[src/rtl/core/bc3_block_decoder_assert.svh]
// assertion macros for the bc3 block decoder
// expects clk_i and rst_ni in the scope of each use
`ifndef BC3_BLOCK_DECODER_ASSERT_SVH
`define BC3_BLOCK_DECODER_ASSERT_SVH
`ifndef NO_ASSERTIONS
// antecedent implies consequent in the same cycle
`define BC3_ASSERT_IMPLY(lbl, ante, cons) \
  lbl: assert property (@(posedge clk_i) disable iff (!rst_ni) (ante) |-> (cons)) \
    else $error("bc3 same-cycle check failed");
// antecedent implies consequent in the next cycle
`define BC3_ASSERT_NEXT(lbl, ante, cons) \
  lbl: assert property (@(posedge clk_i) disable iff (!rst_ni) (ante) |=> (cons)) \
    else $error("bc3 next-cycle check failed");
`else
`define BC3_ASSERT_IMPLY(lbl, ante, cons)
`define BC3_ASSERT_NEXT(lbl, ante, cons)
`endif
`endif

[src/rtl/core/bc3_pkg.sv]
`timescale 1ns / 1ps
// shared types, codes and helpers for the bc3 block decoder
// no dependencies
package bc3_pkg;

  // channel byte order codes of the pixel_format register
  typedef enum logic [1:0] {
    FMT_BGRA = 2'd0,
    FMT_RGBA = 2'd1,
    FMT_ARGB = 2'd2,
    FMT_ABGR = 2'd3
  } pix_fmt_e;

  // how an alpha numerator turns into the final alpha value
  typedef enum logic [1:0] {
    ADIV_NONE = 2'd0,
    ADIV_7    = 2'd1,
    ADIV_5    = 2'd2
  } adiv_e;

  // register index of pixel_format
  localparam logic REG_PIXEL_FORMAT = 1'b0;

  // reciprocal multipliers, exact for the numerator ranges used here
  localparam logic [11:0] RECIP7  = 12'd2341;   // x/7 = (x*2341) >> 14, x < 2048
  localparam logic [10:0] RECIP5  = 11'd1639;   // x/5 = (x*1639) >> 13, x < 2048
  localparam logic [9:0]  RECIP3  = 10'd683;    // x/3 = (x*683) >> 11, x < 1024
  localparam logic [13:0] RECIP31 = 14'd8457;   // x/31 = (x*8457) >> 18, x < 8192
  localparam logic [14:0] RECIP63 = 15'd16645;  // x/63 = (x*16645) >> 20, x < 16384

  // one classified block as it sits in the queue
  typedef struct packed {
    logic [7:0]  a0;
    logic [7:0]  a1;
    logic        alpha8;   // alpha0 > alpha1: eight-value mode
    logic [47:0] a_idx;
    logic [7:0]  r0;
    logic [7:0]  g0;
    logic [7:0]  b0;
    logic [7:0]  r1;
    logic [7:0]  g1;
    logic [7:0]  b1;
    logic [31:0] c_idx;
  } blk_t;

  // 5-bit to 8-bit expansion with rounding: (c*255 + 15) / 31
  function automatic logic [7:0] expand5(input logic [4:0] c);
    logic [12:0] num;
    logic [26:0] prod;
    num  = {c, 8'b0} - {8'b0, c} + 13'd15;
    prod = 27'(num) * 27'(RECIP31);
    return prod[25:18];
  endfunction

  // 6-bit to 8-bit expansion with rounding: (c*255 + 31) / 63
  function automatic logic [7:0] expand6(input logic [5:0] c);
    logic [13:0] num;
    logic [28:0] prod;
    num  = {c, 8'b0} - {8'b0, c} + 14'd31;
    prod = 29'(num) * 29'(RECIP63);
    return prod[27:20];
  endfunction

endpackage

[src/rtl/core/bc3_queue.sv]
`timescale 1ns / 1ps
// short block queue between the front and the back end
// depends on bc3_pkg (blk_t) and bc3_block_decoder_assert.svh
`include "bc3_block_decoder_assert.svh"
module bc3_queue #(
  parameter int DEPTH = 2  // 2 or more
) (
  input  logic          clk_i,
  input  logic          rst_ni,
  input  logic          push_i,
  output logic          push_ready_o,
  input  bc3_pkg::blk_t wdata_i,
  input  logic          pop_i,
  output logic          pop_valid_o,
  output bc3_pkg::blk_t rdata_o
);

  localparam int PW = (DEPTH > 1) ? $clog2(DEPTH) : 1;
  localparam int CW = $clog2(DEPTH + 1);

  bc3_pkg::blk_t   mem_q [DEPTH];
  logic [PW-1:0]   wr_ptr_q, wr_ptr_d;
  logic [PW-1:0]   rd_ptr_q, rd_ptr_d;
  logic [CW-1:0]   cnt_q, cnt_d;
  logic            do_push, do_pop;

  // status and head entry
  assign push_ready_o = (cnt_q != CW'(DEPTH));
  assign pop_valid_o  = (cnt_q != '0);
  assign rdata_o      = mem_q[rd_ptr_q];
  assign do_push      = push_i & push_ready_o;
  assign do_pop       = pop_i & pop_valid_o;

  // pointer and fill count update
  always_comb begin
    wr_ptr_d = wr_ptr_q;
    rd_ptr_d = rd_ptr_q;
    cnt_d    = cnt_q;
    if (do_push) begin
      wr_ptr_d = (wr_ptr_q == PW'(DEPTH - 1)) ? '0 : wr_ptr_q + 1'b1;
    end
    if (do_pop) begin
      rd_ptr_d = (rd_ptr_q == PW'(DEPTH - 1)) ? '0 : rd_ptr_q + 1'b1;
    end
    case ({do_push, do_pop})
      2'b10:   cnt_d = cnt_q + 1'b1;
      2'b01:   cnt_d = cnt_q - 1'b1;
      default: cnt_d = cnt_q;
    endcase
  end

  always_ff @(posedge clk_i or negedge rst_ni) begin
    if (!rst_ni) begin
      wr_ptr_q <= '0;
      rd_ptr_q <= '0;
      cnt_q    <= '0;
    end else begin
      wr_ptr_q <= wr_ptr_d;
      rd_ptr_q <= rd_ptr_d;
      cnt_q    <= cnt_d;
    end
  end

  // storage
  always_ff @(posedge clk_i) begin
    if (do_push) begin
      mem_q[wr_ptr_q] <= wdata_i;
    end
  end

  `BC3_ASSERT_IMPLY(a_cnt_range, 1'b1, cnt_q <= CW'(DEPTH))
  `BC3_ASSERT_NEXT(a_pop_moves_head, do_pop, rd_ptr_q != $past(rd_ptr_q))

endmodule

[src/rtl/core/bc3_front.sv]
`timescale 1ns / 1ps
// front end: takes a block transaction, expands endpoints, picks alpha mode
// depends on bc3_pkg
module bc3_front (
  input  logic          clk_i,
  input  logic          rst_ni,
  input  logic          blk_valid_i,
  output logic          blk_ready_o,
  input  logic [63:0]   alpha_half_i,
  input  logic [63:0]   color_half_i,
  output logic          push_o,
  input  logic          push_ready_i,
  output bc3_pkg::blk_t entry_o
);

  logic          vld_q, vld_d;
  bc3_pkg::blk_t ent_q, ent_d;
  logic          accept;

  assign blk_ready_o = !vld_q || push_ready_i;
  assign accept      = blk_valid_i & blk_ready_o;
  assign push_o      = vld_q;
  assign entry_o     = ent_q;

  // classify the incoming block
  always_comb begin
    ent_d.a0     = alpha_half_i[7:0];
    ent_d.a1     = alpha_half_i[15:8];
    ent_d.alpha8 = (alpha_half_i[7:0] > alpha_half_i[15:8]);
    ent_d.a_idx  = alpha_half_i[63:16];
    ent_d.r0     = bc3_pkg::expand5(color_half_i[15:11]);
    ent_d.g0     = bc3_pkg::expand6(color_half_i[10:5]);
    ent_d.b0     = bc3_pkg::expand5(color_half_i[4:0]);
    ent_d.r1     = bc3_pkg::expand5(color_half_i[31:27]);
    ent_d.g1     = bc3_pkg::expand6(color_half_i[26:21]);
    ent_d.b1     = bc3_pkg::expand5(color_half_i[20:16]);
    ent_d.c_idx  = color_half_i[63:32];
  end

  // holding stage toward the queue
  assign vld_d = accept | (vld_q & ~push_ready_i);

  always_ff @(posedge clk_i or negedge rst_ni) begin
    if (!rst_ni) begin
      vld_q <= 1'b0;
    end else begin
      vld_q <= vld_d;
    end
  end

  always_ff @(posedge clk_i) begin
    if (accept) begin
      ent_q <= ent_d;
    end
  end

endmodule

[src/rtl/core/bc3_back.sv]
`timescale 1ns / 1ps
// back end: walks the 16 texels of a block, one per cycle unless the texel output stalls, in two stages
// depends on bc3_pkg and bc3_block_decoder_assert.svh
`include "bc3_block_decoder_assert.svh"
module bc3_back (
  input  logic          clk_i,
  input  logic          rst_ni,
  input  logic          q_valid_i,
  input  bc3_pkg::blk_t q_data_i,
  output logic          pop_o,
  input  logic [1:0]    pixel_format_i,
  output logic          texel_valid_o,
  input  logic          texel_ready_i,
  output logic [31:0]   texel_color_o,
  output logic [3:0]    texel_position_o,
  output logic          last_texel_o
);

  // current block and texel counter
  logic          cur_valid_q, cur_valid_d;
  bc3_pkg::blk_t cur_q;
  logic [3:0]    cnt_q, cnt_d;

  // stage 1: numerators
  logic           s1_valid_q, s1_valid_d;
  logic [10:0]    s1_a_num_q, a_num;
  bc3_pkg::adiv_e s1_a_div_q, a_div;
  logic [9:0]     s1_r_num_q, s1_g_num_q, s1_b_num_q;
  logic           s1_c_div_q;
  logic [3:0]     s1_pos_q;

  // stage 2: output register
  logic        out_valid_q, out_valid_d;
  logic [31:0] color_q, color_d;
  logic [3:0]  pos_q;
  logic        last_q;

  logic       out_adv, s1_adv, issue, done;
  logic [5:0] a_bit;
  logic [4:0] c_bit;
  logic [2:0] acode, w0, w1;
  logic [1:0] ccode;

  logic [22:0] p7;
  logic [21:0] p5;
  logic [19:0] pr, pg, pb;
  logic [7:0]  a_val, r_val, g_val, b_val;

  // color numerator for one channel: direct endpoint or weighted sum of thirds
  function automatic logic [9:0] cnum(input logic [7:0] c0, input logic [7:0] c1,
                                      input logic [1:0] code);
    logic [9:0] res;
    case (code)
      2'd0:    res = {2'b00, c0};
      2'd1:    res = {2'b00, c1};
      2'd2:    res = {1'b0, c0, 1'b0} + {2'b00, c1};
      default: res = {2'b00, c0} + {1'b0, c1, 1'b0};
    endcase
    return res;
  endfunction

  // pipeline flow
  assign out_adv = !out_valid_q || texel_ready_i;
  assign s1_adv  = !s1_valid_q || out_adv;
  assign issue   = cur_valid_q && s1_adv;
  assign done    = issue && (cnt_q == 4'd15);
  assign pop_o   = q_valid_i && (!cur_valid_q || done);

  always_comb begin
    cur_valid_d = cur_valid_q;
    if (pop_o) begin
      cur_valid_d = 1'b1;
    end else if (done) begin
      cur_valid_d = 1'b0;
    end
    cnt_d      = issue ? cnt_q + 1'b1 : cnt_q;
    s1_valid_d = s1_adv ? issue : s1_valid_q;
    out_valid_d = out_adv ? s1_valid_q : out_valid_q;
  end

  // index fields of the current texel
  assign a_bit = {1'b0, cnt_q, 1'b0} + {2'b00, cnt_q};
  assign c_bit = {cnt_q, 1'b0};
  assign acode = cur_q.a_idx[a_bit +: 3];
  assign ccode = cur_q.c_idx[c_bit +: 2];

  // alpha numerator and divide selection
  always_comb begin
    w0    = '0;
    w1    = acode - 3'd1;
    a_num = '0;
    a_div = bc3_pkg::ADIV_NONE;
    if (acode == 3'd0) begin
      a_num = {3'b000, cur_q.a0};
    end else if (acode == 3'd1) begin
      a_num = {3'b000, cur_q.a1};
    end else if (cur_q.alpha8) begin
      w0    = 3'(4'd8 - {1'b0, acode});
      a_num = {8'b0, w0} * {3'b000, cur_q.a0} + {8'b0, w1} * {3'b000, cur_q.a1};
      a_div = bc3_pkg::ADIV_7;
    end else if (acode == 3'd6) begin
      a_num = '0;
    end else if (acode == 3'd7) begin
      a_num = 11'd255;
    end else begin
      w0    = 3'd6 - acode;
      a_num = {8'b0, w0} * {3'b000, cur_q.a0} + {8'b0, w1} * {3'b000, cur_q.a1};
      a_div = bc3_pkg::ADIV_5;
    end
  end

  // division by constants and channel packing
  assign p7 = 23'(s1_a_num_q) * 23'(bc3_pkg::RECIP7);
  assign p5 = 22'(s1_a_num_q) * 22'(bc3_pkg::RECIP5);
  assign pr = 20'(s1_r_num_q) * 20'(bc3_pkg::RECIP3);
  assign pg = 20'(s1_g_num_q) * 20'(bc3_pkg::RECIP3);
  assign pb = 20'(s1_b_num_q) * 20'(bc3_pkg::RECIP3);

  always_comb begin
    case (s1_a_div_q)
      bc3_pkg::ADIV_7: a_val = p7[21:14];
      bc3_pkg::ADIV_5: a_val = p5[20:13];
      default:         a_val = s1_a_num_q[7:0];
    endcase
    r_val = s1_c_div_q ? pr[18:11] : s1_r_num_q[7:0];
    g_val = s1_c_div_q ? pg[18:11] : s1_g_num_q[7:0];
    b_val = s1_c_div_q ? pb[18:11] : s1_b_num_q[7:0];
    case (bc3_pkg::pix_fmt_e'(pixel_format_i))
      bc3_pkg::FMT_RGBA: color_d = {a_val, b_val, g_val, r_val};
      bc3_pkg::FMT_ARGB: color_d = {b_val, g_val, r_val, a_val};
      bc3_pkg::FMT_ABGR: color_d = {r_val, g_val, b_val, a_val};
      default:           color_d = {a_val, r_val, g_val, b_val};
    endcase
  end

  // control registers
  always_ff @(posedge clk_i or negedge rst_ni) begin
    if (!rst_ni) begin
      cur_valid_q <= 1'b0;
      cnt_q       <= '0;
      s1_valid_q  <= 1'b0;
      out_valid_q <= 1'b0;
    end else begin
      cur_valid_q <= cur_valid_d;
      cnt_q       <= cnt_d;
      s1_valid_q  <= s1_valid_d;
      out_valid_q <= out_valid_d;
    end
  end

  // payload registers
  always_ff @(posedge clk_i) begin
    if (pop_o) begin
      cur_q <= q_data_i;
    end
    if (issue) begin
      s1_a_num_q <= a_num;
      s1_a_div_q <= a_div;
      s1_r_num_q <= cnum(cur_q.r0, cur_q.r1, ccode);
      s1_g_num_q <= cnum(cur_q.g0, cur_q.g1, ccode);
      s1_b_num_q <= cnum(cur_q.b0, cur_q.b1, ccode);
      s1_c_div_q <= ccode[1];
      s1_pos_q   <= cnt_q;
    end
    if (out_adv && s1_valid_q) begin
      color_q <= color_d;
      pos_q   <= s1_pos_q;
      last_q  <= (s1_pos_q == 4'd15);
    end
  end

  assign texel_valid_o    = out_valid_q;
  assign texel_color_o    = color_q;
  assign texel_position_o = pos_q;
  assign last_texel_o     = last_q;

  `BC3_ASSERT_IMPLY(a_last_pos, out_valid_q && last_q, pos_q == 4'd15)
  `BC3_ASSERT_NEXT(a_s1_hold, s1_valid_q && !out_adv, s1_valid_q && $stable(s1_pos_q))
  `BC3_ASSERT_NEXT(a_done_wraps, done, cnt_q == 4'd0)

endmodule

[src/rtl/core/bc3_block_decoder.sv]
`timescale 1ns / 1ps
// bc3 block decoder top level: front end, block queue, texel back end, apb register
// depends on bc3_pkg, bc3_front, bc3_queue, bc3_back
//
//  channel   direction  handshake                  payload
//  block     in         block_valid_i/ready_o      alpha_half_i, color_half_i
//  texel     out        texel_valid_o/ready_i      texel_color_o, texel_position_o,
//                                                  last_texel_o
//  config    in         apb psel/penable/pready    paddr, pwdata, prdata
//
// one block yields 16 texel transactions, one per cycle unless the texel output stalls;
// the back end texel path sets the block rate
// a block goes via the front register, queue and current block register to the stages
// the front end takes a new block while up to QUEUE_DEPTH + 2 earlier blocks are
// queued or in decode; a texel stall backs up through the back end and queue and
// reaches block_ready_o only once those are full
// reset clears all valid state and sets pixel_format to BGRA
module bc3_block_decoder #(
  parameter int QUEUE_DEPTH = 2
) (
  input  logic        clk_i,
  input  logic        rst_ni,
  input  logic        block_valid_i,
  output logic        block_ready_o,
  input  logic [63:0] alpha_half_i,
  input  logic [63:0] color_half_i,
  output logic        texel_valid_o,
  input  logic        texel_ready_i,
  output logic [31:0] texel_color_o,
  output logic [3:0]  texel_position_o,
  output logic        last_texel_o,
  input  logic        psel,
  input  logic        penable,
  input  logic        pwrite,
  input  logic [2:0]  paddr,
  input  logic [31:0] pwdata,
  output logic [31:0] prdata,
  output logic        pready
);

  logic          fq_push, fq_ready;
  bc3_pkg::blk_t fq_data;
  logic          qb_valid, qb_pop;
  bc3_pkg::blk_t qb_data;
  logic [1:0]    pix_fmt_q, pix_fmt_d;
  logic          reg_wr;

  // apb register
  assign pready = 1'b1;
  assign reg_wr = psel & penable & pwrite & (paddr[2] == bc3_pkg::REG_PIXEL_FORMAT);
  assign pix_fmt_d = reg_wr ? pwdata[1:0] : pix_fmt_q;
  assign prdata = (paddr[2] == bc3_pkg::REG_PIXEL_FORMAT) ? {30'b0, pix_fmt_q} : '0;

  always_ff @(posedge clk_i or negedge rst_ni) begin
    if (!rst_ni) begin
      pix_fmt_q <= bc3_pkg::FMT_BGRA;
    end else begin
      pix_fmt_q <= pix_fmt_d;
    end
  end

  // block intake
  bc3_front u_front (
    .clk_i        (clk_i),
    .rst_ni       (rst_ni),
    .blk_valid_i  (block_valid_i),
    .blk_ready_o  (block_ready_o),
    .alpha_half_i (alpha_half_i),
    .color_half_i (color_half_i),
    .push_o       (fq_push),
    .push_ready_i (fq_ready),
    .entry_o      (fq_data)
  );

  // decoupling queue
  bc3_queue #(
    .DEPTH (QUEUE_DEPTH)
  ) u_queue (
    .clk_i        (clk_i),
    .rst_ni       (rst_ni),
    .push_i       (fq_push),
    .push_ready_o (fq_ready),
    .wdata_i      (fq_data),
    .pop_i        (qb_pop),
    .pop_valid_o  (qb_valid),
    .rdata_o      (qb_data)
  );

  // texel generation
  bc3_back u_back (
    .clk_i            (clk_i),
    .rst_ni           (rst_ni),
    .q_valid_i        (qb_valid),
    .q_data_i         (qb_data),
    .pop_o            (qb_pop),
    .pixel_format_i   (pix_fmt_q),
    .texel_valid_o    (texel_valid_o),
    .texel_ready_i    (texel_ready_i),
    .texel_color_o    (texel_color_o),
    .texel_position_o (texel_position_o),
    .last_texel_o     (last_texel_o)
  );

endmodule

[config.mk]
export PLATFORM = sky130hd
export DESIGN_NAME = bc3_block_decoder
export DESIGN_NICKNAME = d
export VERILOG_FILES = /design/src/rtl/core/bc3_pkg.sv /design/src/rtl/core/bc3_queue.sv /design/src/rtl/core/bc3_front.sv /design/src/rtl/core/bc3_back.sv /design/src/rtl/core/bc3_block_decoder.sv
export VERILOG_INCLUDE_DIRS = /design/src /design/src/rtl/core
export SDC_FILE = /design/constraint.sdc
export NUM_CORES = 2
export LEC_CHECK = 0
export BUFFER_PORTS_ARGS = -buffer_cell sky130_fd_sc_hd__buf_4
export CORE_UTILIZATION = 56
export CTS_CLUSTER_DIAMETER = 40
export DETAILED_ROUTE_END_ITERATION = 10
export HOLD_SLACK_MARGIN = 0.05
export PLACE_DENSITY = 0.74
export SLEW_MARGIN = 5
export SYNTH_ARGS = -nofsm -noshare
export SYNTH_HDL_FRONTEND = slang
export SYNTH_SLANG_ARGS = --single-unit
[constraint.sdc]
create_clock -name clk_i -period 15.4 [get_ports clk_i]
set_input_delay 1.54 -clock clk_i [delete_from_list [all_inputs] [get_ports clk_i]]
set_output_delay 1.54 -clock clk_i [all_outputs]
set_load 0.03 [all_outputs]
---- Word level (Yosys, flattened, before mapping) ----
Memories as Yosys holds them, arrays and structs flattened. A register that Yosys moved wholly into a read port is not among the register bits.
Index checks and enable logic that the tools add are counted.
word-level totals
  logic and storage cells ................. 147
  register bits after elaboration ......... 244
  bits of input ports ..................... 170
  memories ................................ 1
  bits in latches ......................... 0
  output and inout port bits .............. 72
  memory bits (writable) .................. 290
  memory bits (read-only) ................. 0
operators by class
  shifts and indexed selects .............. 2
  muxes and demuxes ....................... 24
  magnitude comparators ................... 1
  div/mod/pow operators ................... 0
  reduce and logical (&&, ||, !) cells .... 19
  bitwise operators ....................... 10
  equal/unequal tests ..................... 15
  $add $sub $neg .......................... 29
  multipliers ............................. 14
memories
  memory         depth  width  read ports  clocked after Yosys merged registers in  wr ports  line             source
  u_queue.mem_q  2      145    1           1                                        1         bc3_queue.sv:21  bc3_pkg::blk_t mem_q [DEPTH];
operators by type and width
  kind                      count
  $mul A13 B14 Y26 const B  4
  $pmux W32 S3              1
  $pmux W10 S3              3
  $mul A10 B10 Y19 const B  3
  $mul A14 B15 Y28 const B  2
  $add A13 B4 Y13 const B   4
  $sub A13 B5 Y13           4
  $shiftx A48 B7 Y3         1
  $mux W8                   5
  $mul A3 B8 Y11            3
  $mux W11                  3
  $shiftx A32 B6 Y2         1
  $add A8 B9 Y10            3
  $add A9 B8 Y10            3
  $add A14 B5 Y14 const B   2
  $sub A14 B6 Y14           2
  $add A11 B11 Y11          2
  $mul A11 B12 Y22 const B  1
  $mul A11 B11 Y21 const B  1
  $pmux W8 S2               1
  $eq A2 B2 Y1 const B      5
  $eq A2 B1 Y1 const B      4
  $eq A4 B4 Y1 const B      2
  $gt A8 B8 Y1              1
  25 further kinds          53

---- Logic depth before layout (Yosys ltp) ----
  depth after elaboration ................. 10
  mapped depth ............................ 34
  gate-level depth less buffers ........... 31

---- Modules after synthesis ----
From an unflattened synthesis, not the netlist that was laid out.
second synthesis, totals
  cells, all modules ...................... 3670
  area, all modules ....................... 47237.8 µm²
modules (own cells, without submodules)
  module             times used  area each (µm²)  seq. area each (µm²)  cells each
  bc3_back           1           23032.1          7081.8                2033
  bc3_front          1           13110.1          4379.2                1129
  bc3_queue          1           10734.0          8808.4                468
  bc3_block_decoder  1           361.6            50.0                  40

---- Worst setup path after synthesis ----
Ideal clock, no wire load.
  path type ............................... input to register
  start ................................... input port texel_ready_i
  end ..................................... register u_queue.cnt_q[1]
  buffers on the path ..................... 0
  arrival time ............................ 12027 ps
  setup time .............................. 79 ps
  cell stages on the path ................. 7
  path slack .............................. 3294 ps
  data required time ...................... 15321 ps
  path through ............................ nor2b_1 > a21oi_1 > a31oi_1 > nor2_1 > ha_1 > nor2_1 > xor2_1
on the way
  word-level cells in the longest chain between the ends .. 9
  elaborated cells between the ends (all ways) .. 11
  classes of those cells .................. eq/ne (2); mux (1); bitwise (1); reduce/logical (7)
RTL lines
  item                                               line                     source
  start, declared                                    bc3_block_decoder.sv:28  input logic texel_ready_i,
  $logic_or A1 B1 Y1 *                               bc3_back.sv:63           assign out_adv = !out_valid_q || texel_ready_i;
  $logic_or A1 B1 Y1 *                               bc3_back.sv:64           assign s1_adv = !s1_valid_q || out_adv;
  $logic_and A1 B1 Y1 *                              bc3_back.sv:65           assign issue = cur_valid_q && s1_adv;
  via u_back.issue                                   bc3_back.sv:38           logic out_adv, s1_adv, issue, done;
  $logic_and A1 B1 Y1 *                              bc3_back.sv:66           assign done = issue && (cnt_q == 4'd15);
  $logic_or A1 B1 Y1 *                               bc3_back.sv:67           assign pop_o = q_valid_i && (!cur_valid_q || done);
  $logic_and A1 B1 Y1 *                              bc3_back.sv:67
  via qb_pop                                         bc3_block_decoder.sv:43  logic qb_valid, qb_pop;
  $and A1 B1 Y1 *                                    bc3_queue.sv:32          assign do_pop = pop_i & pop_valid_o;
  $eq A2 B1 Y1 or $eq A2 B2 Y1 (tied branches)       bc3_queue.sv:45          case ({do_push, do_pop})
  $pmux W2 S2 or $reduce_bool A2 Y1 (tied branches)  --
  end signal, assigned                               bc3_queue.sv:60          cnt_q <= cnt_d;
  end, declared                                      bc3_queue.sv:24          logic [CW-1:0] cnt_q, cnt_d;
Mark *: on every way through the listed nets, which the timed path passes. The rest lies on a longest branch.
A chain may end at the register's enable or synchronous reset.

---- Worst setup path after layout ----
  start ................................... register u_back.cnt_q[0]
  end ..................................... register u_back.s1_a_num_q[10], data pin
on the way
  word-level cells in the longest chain between the ends .. 8
  elaborated cells between the ends (all ways) .. 18
  classes of those cells .................. add/sub (6); mul (3); eq/ne (3); shift (1); mux (3); reduce/logical (2)
RTL lines
  item                                            line                             source
  start, declared                                 bc3_back.sv:22                   logic [3:0] cnt_q, cnt_d;
  start signal, assigned                          bc3_back.sv:145                  cnt_q <= cnt_d;
  $add A5 B4 Y6 *                                 bc3_back.sv:82                   assign a_bit = {1'b0, cnt_q, 1'b0} + {2'b00, cnt_q};
  $shiftx A48 B7 Y3 *                             bc3_back.sv:84                   assign acode = cur_q.a_idx[a_bit +: 3];
  $sub A3 B3 Y3 or $sub A3 B1 Y3 (tied branches)  bc3_back.sv:106, bc3_back.sv:90
  $mul A3 B8 Y11 (on tied branches)               bc3_back.sv:107, bc3_back.sv:99
  $add A11 B11 Y11                                bc3_back.sv:107                  a_num = {8'b0, w0} * {3'b000, cur_q.a0} + {8'b0, w1} * {3'b000, cur_q.a1};
  $mux W11                                        bc3_back.sv:103                  end else if (acode == 3'd7) begin
  $mux W11                                        bc3_back.sv:101                  end else if (acode == 3'd6) begin
  $mux W11                                        bc3_back.sv:97                   end else if (cur_q.alpha8) begin
  end signal, assigned                            bc3_back.sv:157                  s1_a_num_q <= a_num;
  end, declared                                   bc3_back.sv:26                   logic [10:0] s1_a_num_q, a_num;
Every way passes the cells marked *; elsewhere a longest branch is shown, timed or not.

==> results_dict.tcl <==
set metrics [dict create \
    synthTopCellsByArea "edfxtp_1 (43%), ha_1 (20%), fa_1 (8.7%), inv_1 (4.1%), mux2_2 (3.9%)" \
    ys_ff_latch 679 \
    yosysSeqAreaShare 0.437 \
    drv_slew 0 \
    tritoncts "built" \
    skew_ns 0.0727 \
    syn_to_final_growth_pct 11.7 \
    slew_headroom 0.192 \
    clock_latency_ns 0.66 \
    status "completed" \
    fp.dieH_um 290 \
    slowest_delay_ns 1.05 \
    core_area_sq_um 82100 \
    cts_buffers 83 \
    hold_end "u_queue.mem_q[0][136]" \
    crit_path_max_fanout 50 \
    reg2reg_slack_ns 6.16 \
    synth_edf_count 665 \
    dieArea_sq_um 84200 \
    synth-async-reset-ratio 0.0206 \
    hold_viol 0 \
    worst-slew-pin-transition_ns 1.21 \
    cp.required_ns 15.74 \
    fin_crit_ns 9.24 \
    fin_hold_ws_ns 0.407 \
    cp_common_cell "ha_1" \
    hold_path.class "flop to flop" \
    drt-initial-drc-count 1279 \
    cpMaxStageDelayCell "fa_1" \
    gp_congestion 0.873 \
    crit_path_end_kind "flop" \
    startpoint_type "flop" \
    final_cell_mix "ha_1 (756), edfxtp_1 (665), inv_1 (506)" \
    global_route.usage.met2 0.351 \
    postLayoutCellArea_sq_um 51900 \
    r2r-end "u_back.s1_a_num_q[10]" \
    arrival_ns 9.58 \
    ctsHoldBuffers 0 \
    wl_per_cell_um 17.1 \
    grt_setup_unrepaired "no" \
    wl_um 84500 \
    r2r_start "u_back.cnt_q[0]" \
    tns_ns 0 \
    syn_inst 3559 \
    grt_max_degree 67 \
    gr-max-usage-layer "met2" \
    io_buffers 178 \
    finalSetupViolations 0 \
    synth.avg_cell_area_sq_um 13.1 \
    synth_top_cell_by_area "edfxtp_1" \
    yosys_warnings 0 \
    clock-sinks 679 \
    dp_hpwl_um 64100 \
    vias 27058 \
    nets 4914 \
    grt_pass1_vias 27912 \
    cts-root-buf "clkbuf_16" \
    row_count 105 \
    cts_setup_buffers 0 \
    vias_per_cell 5.49 \
    drc 0 \
    netlist-cell-type-count 73 \
    hold_depth 0 \
    clock_tree.buffer_depth 3 \
    criticalPathCategory "flop to flop" \
    grt_use_total 0.207 \
    ff2ff_path_depth 30 \
    drive_above_1_share 0.151 \
    ant_nets 0 \
    syn_area_sq_um 46500 \
    post_dp_cell_area_sq_um 49000 \
    clkTransAtPathRegs_ns 0.06 \
    antenna_found_initial 9 \
    grt_first_pass_wirelength_um 140000 \
    initial_core_util 0.566 \
    drt_pre_antenna_iters 5 \
    die_w_um 290 \
    grtUsageMet3 0.0282 \
    layout_commonest_cell "ha_1" \
    io_pins 242 \
    fill_cells 6157 \
    cts_max_level 3 \
    post_cts_resized 0 \
    maxCapViolations 0 \
    overflow 0 \
    timing.fmax_ghz 0.108 \
    met1_usage 0.281 \
    finalCritPeriodShare 0.600 \
    ys.flop_type "edfxtp_1" \
    yosysTopAreaCellShare 0.429 \
    min_from "u_front.entry_o[136]" \
]
-- synthesized netlist by cell type (all sizes together), types with 9 or more instances --
cell and n:
a31oi 26, clkbuf 44, mux4 62, nand2b 27
and3 13, ha 756, nor3 35, buf 44
and2 29, xor2 62, inv 507, a21o 37
fa 202, nand4 11, o21bai 32, o22ai 12
o211ai 11, xnor2 122, edfxtp 665, o31ai 10
o2111ai 10, a211oi 26, nand2 126, o21a 14
o21ai 76, and4 9, a21oi 127, nor2 81
nor2b 38, or3 9, dfrtp 14, mux2i 46
or2 11, nand3 27, mux2 161
-- through the flow --
step | std cells | util | worst slack (ns)
after floorplan | 3590 | - | 3.29
after global placement | 4771 | 0.597 | 6.41
after detailed placement | 4771 | 0.597 | 6.28
after CTS | 4925 | 0.633 | 6.16
after global routing | 4926 | 0.633 | 5.52
final | 4926 | 0.633 | 6.16
-- worst max-delay path by stage --
stage	startpoint	endpoint	slack (ns)	depth (start not counted)
3_3_place_gp	u_back.cnt_q[0]	u_back.s1_a_num_q[10]	6.41	29
3_5_place_dp	u_back.cnt_q[0]	u_back.s1_a_num_q[10]	6.28	30
2_1_floorplan	texel_ready_i	u_queue.cnt_q[1]	3.29	7
5_1_grt	u_back.cnt_q[0]	u_back.s1_a_num_q[10]	5.52	29
4_1_cts	u_back.cnt_q[0]	u_back.s1_a_num_q[10]	6.16	30
6_report	u_back.cnt_q[0]	u_back.s1_a_num_q[10]	6.16	30
-- logic make-up (layout without fill, tap and decap cells) --
family	after synthesis	count (layout)	share of synthesized area
AOI/OAI and AO/OA	435	435	0.0604
muxes	269	269	0.0789
other	2	34	0.000162
buffers and inverters	595	860	0.0509
DFF	679	679	0.437
adders and majority gates	958	958	0.290
and+or+nand+nor	437	437	0.0474
xor gates and xnor gates	184	184	0.0348
-- critical path, delay by kind of cell, from the launching register on --
family                     cells  cell delay [ns]
adders and majority gates      8             3.62
AOI/OAI and AO/OA             10             2.19
buffers and inverters          5             1.22
muxes                          2             0.64
and+or+nand+nor                3             0.47
xor gates and xnor gates       2             0.45
DFF                            1             0.34
-- area by class of cell --
cell class                 instances  area (sq um)  share of cell area
antenna                            1          2.50           0.0000482
inverter                         507          1900              0.0366
clock buffer                      94          2130              0.0410
timing repair buffer             199          1490              0.0288
multi-input combinational       2316         24000               0.461
clock inverter                    60           779              0.0150
tap                             1070          1340              0.0258
sequential                       679         20300               0.391
-- per-layer routing --
metal / vias to the layer above / share of wire
met5: - / 0.00067
met4: 8 / 0.018
met3: 112 / 0.038
met2: 496 / 0.49
met1: 13198 / 0.45
li1: 13244 / -
-- sequential cells by signal, summed over array words and instances, names as in the netlist, 4 cells and up --
register,count
u_back.s1_g_num_q,10
u_back.s1_b_num_q,10
u_queue.mem_q,290
u_front.entry_o,145
u_back.cnt_q,4
u_back.texel_color_o,32
u_back.texel_position_o,4
u_back.s1_a_num_q,11
u_back.s1_pos_q,4
u_back.s1_r_num_q,10
u_back.cur_q,145
Power is left out: the tool's default activity adds up to more than one toggle a clock period on the data nets, which glitch-free logic cannot reach.
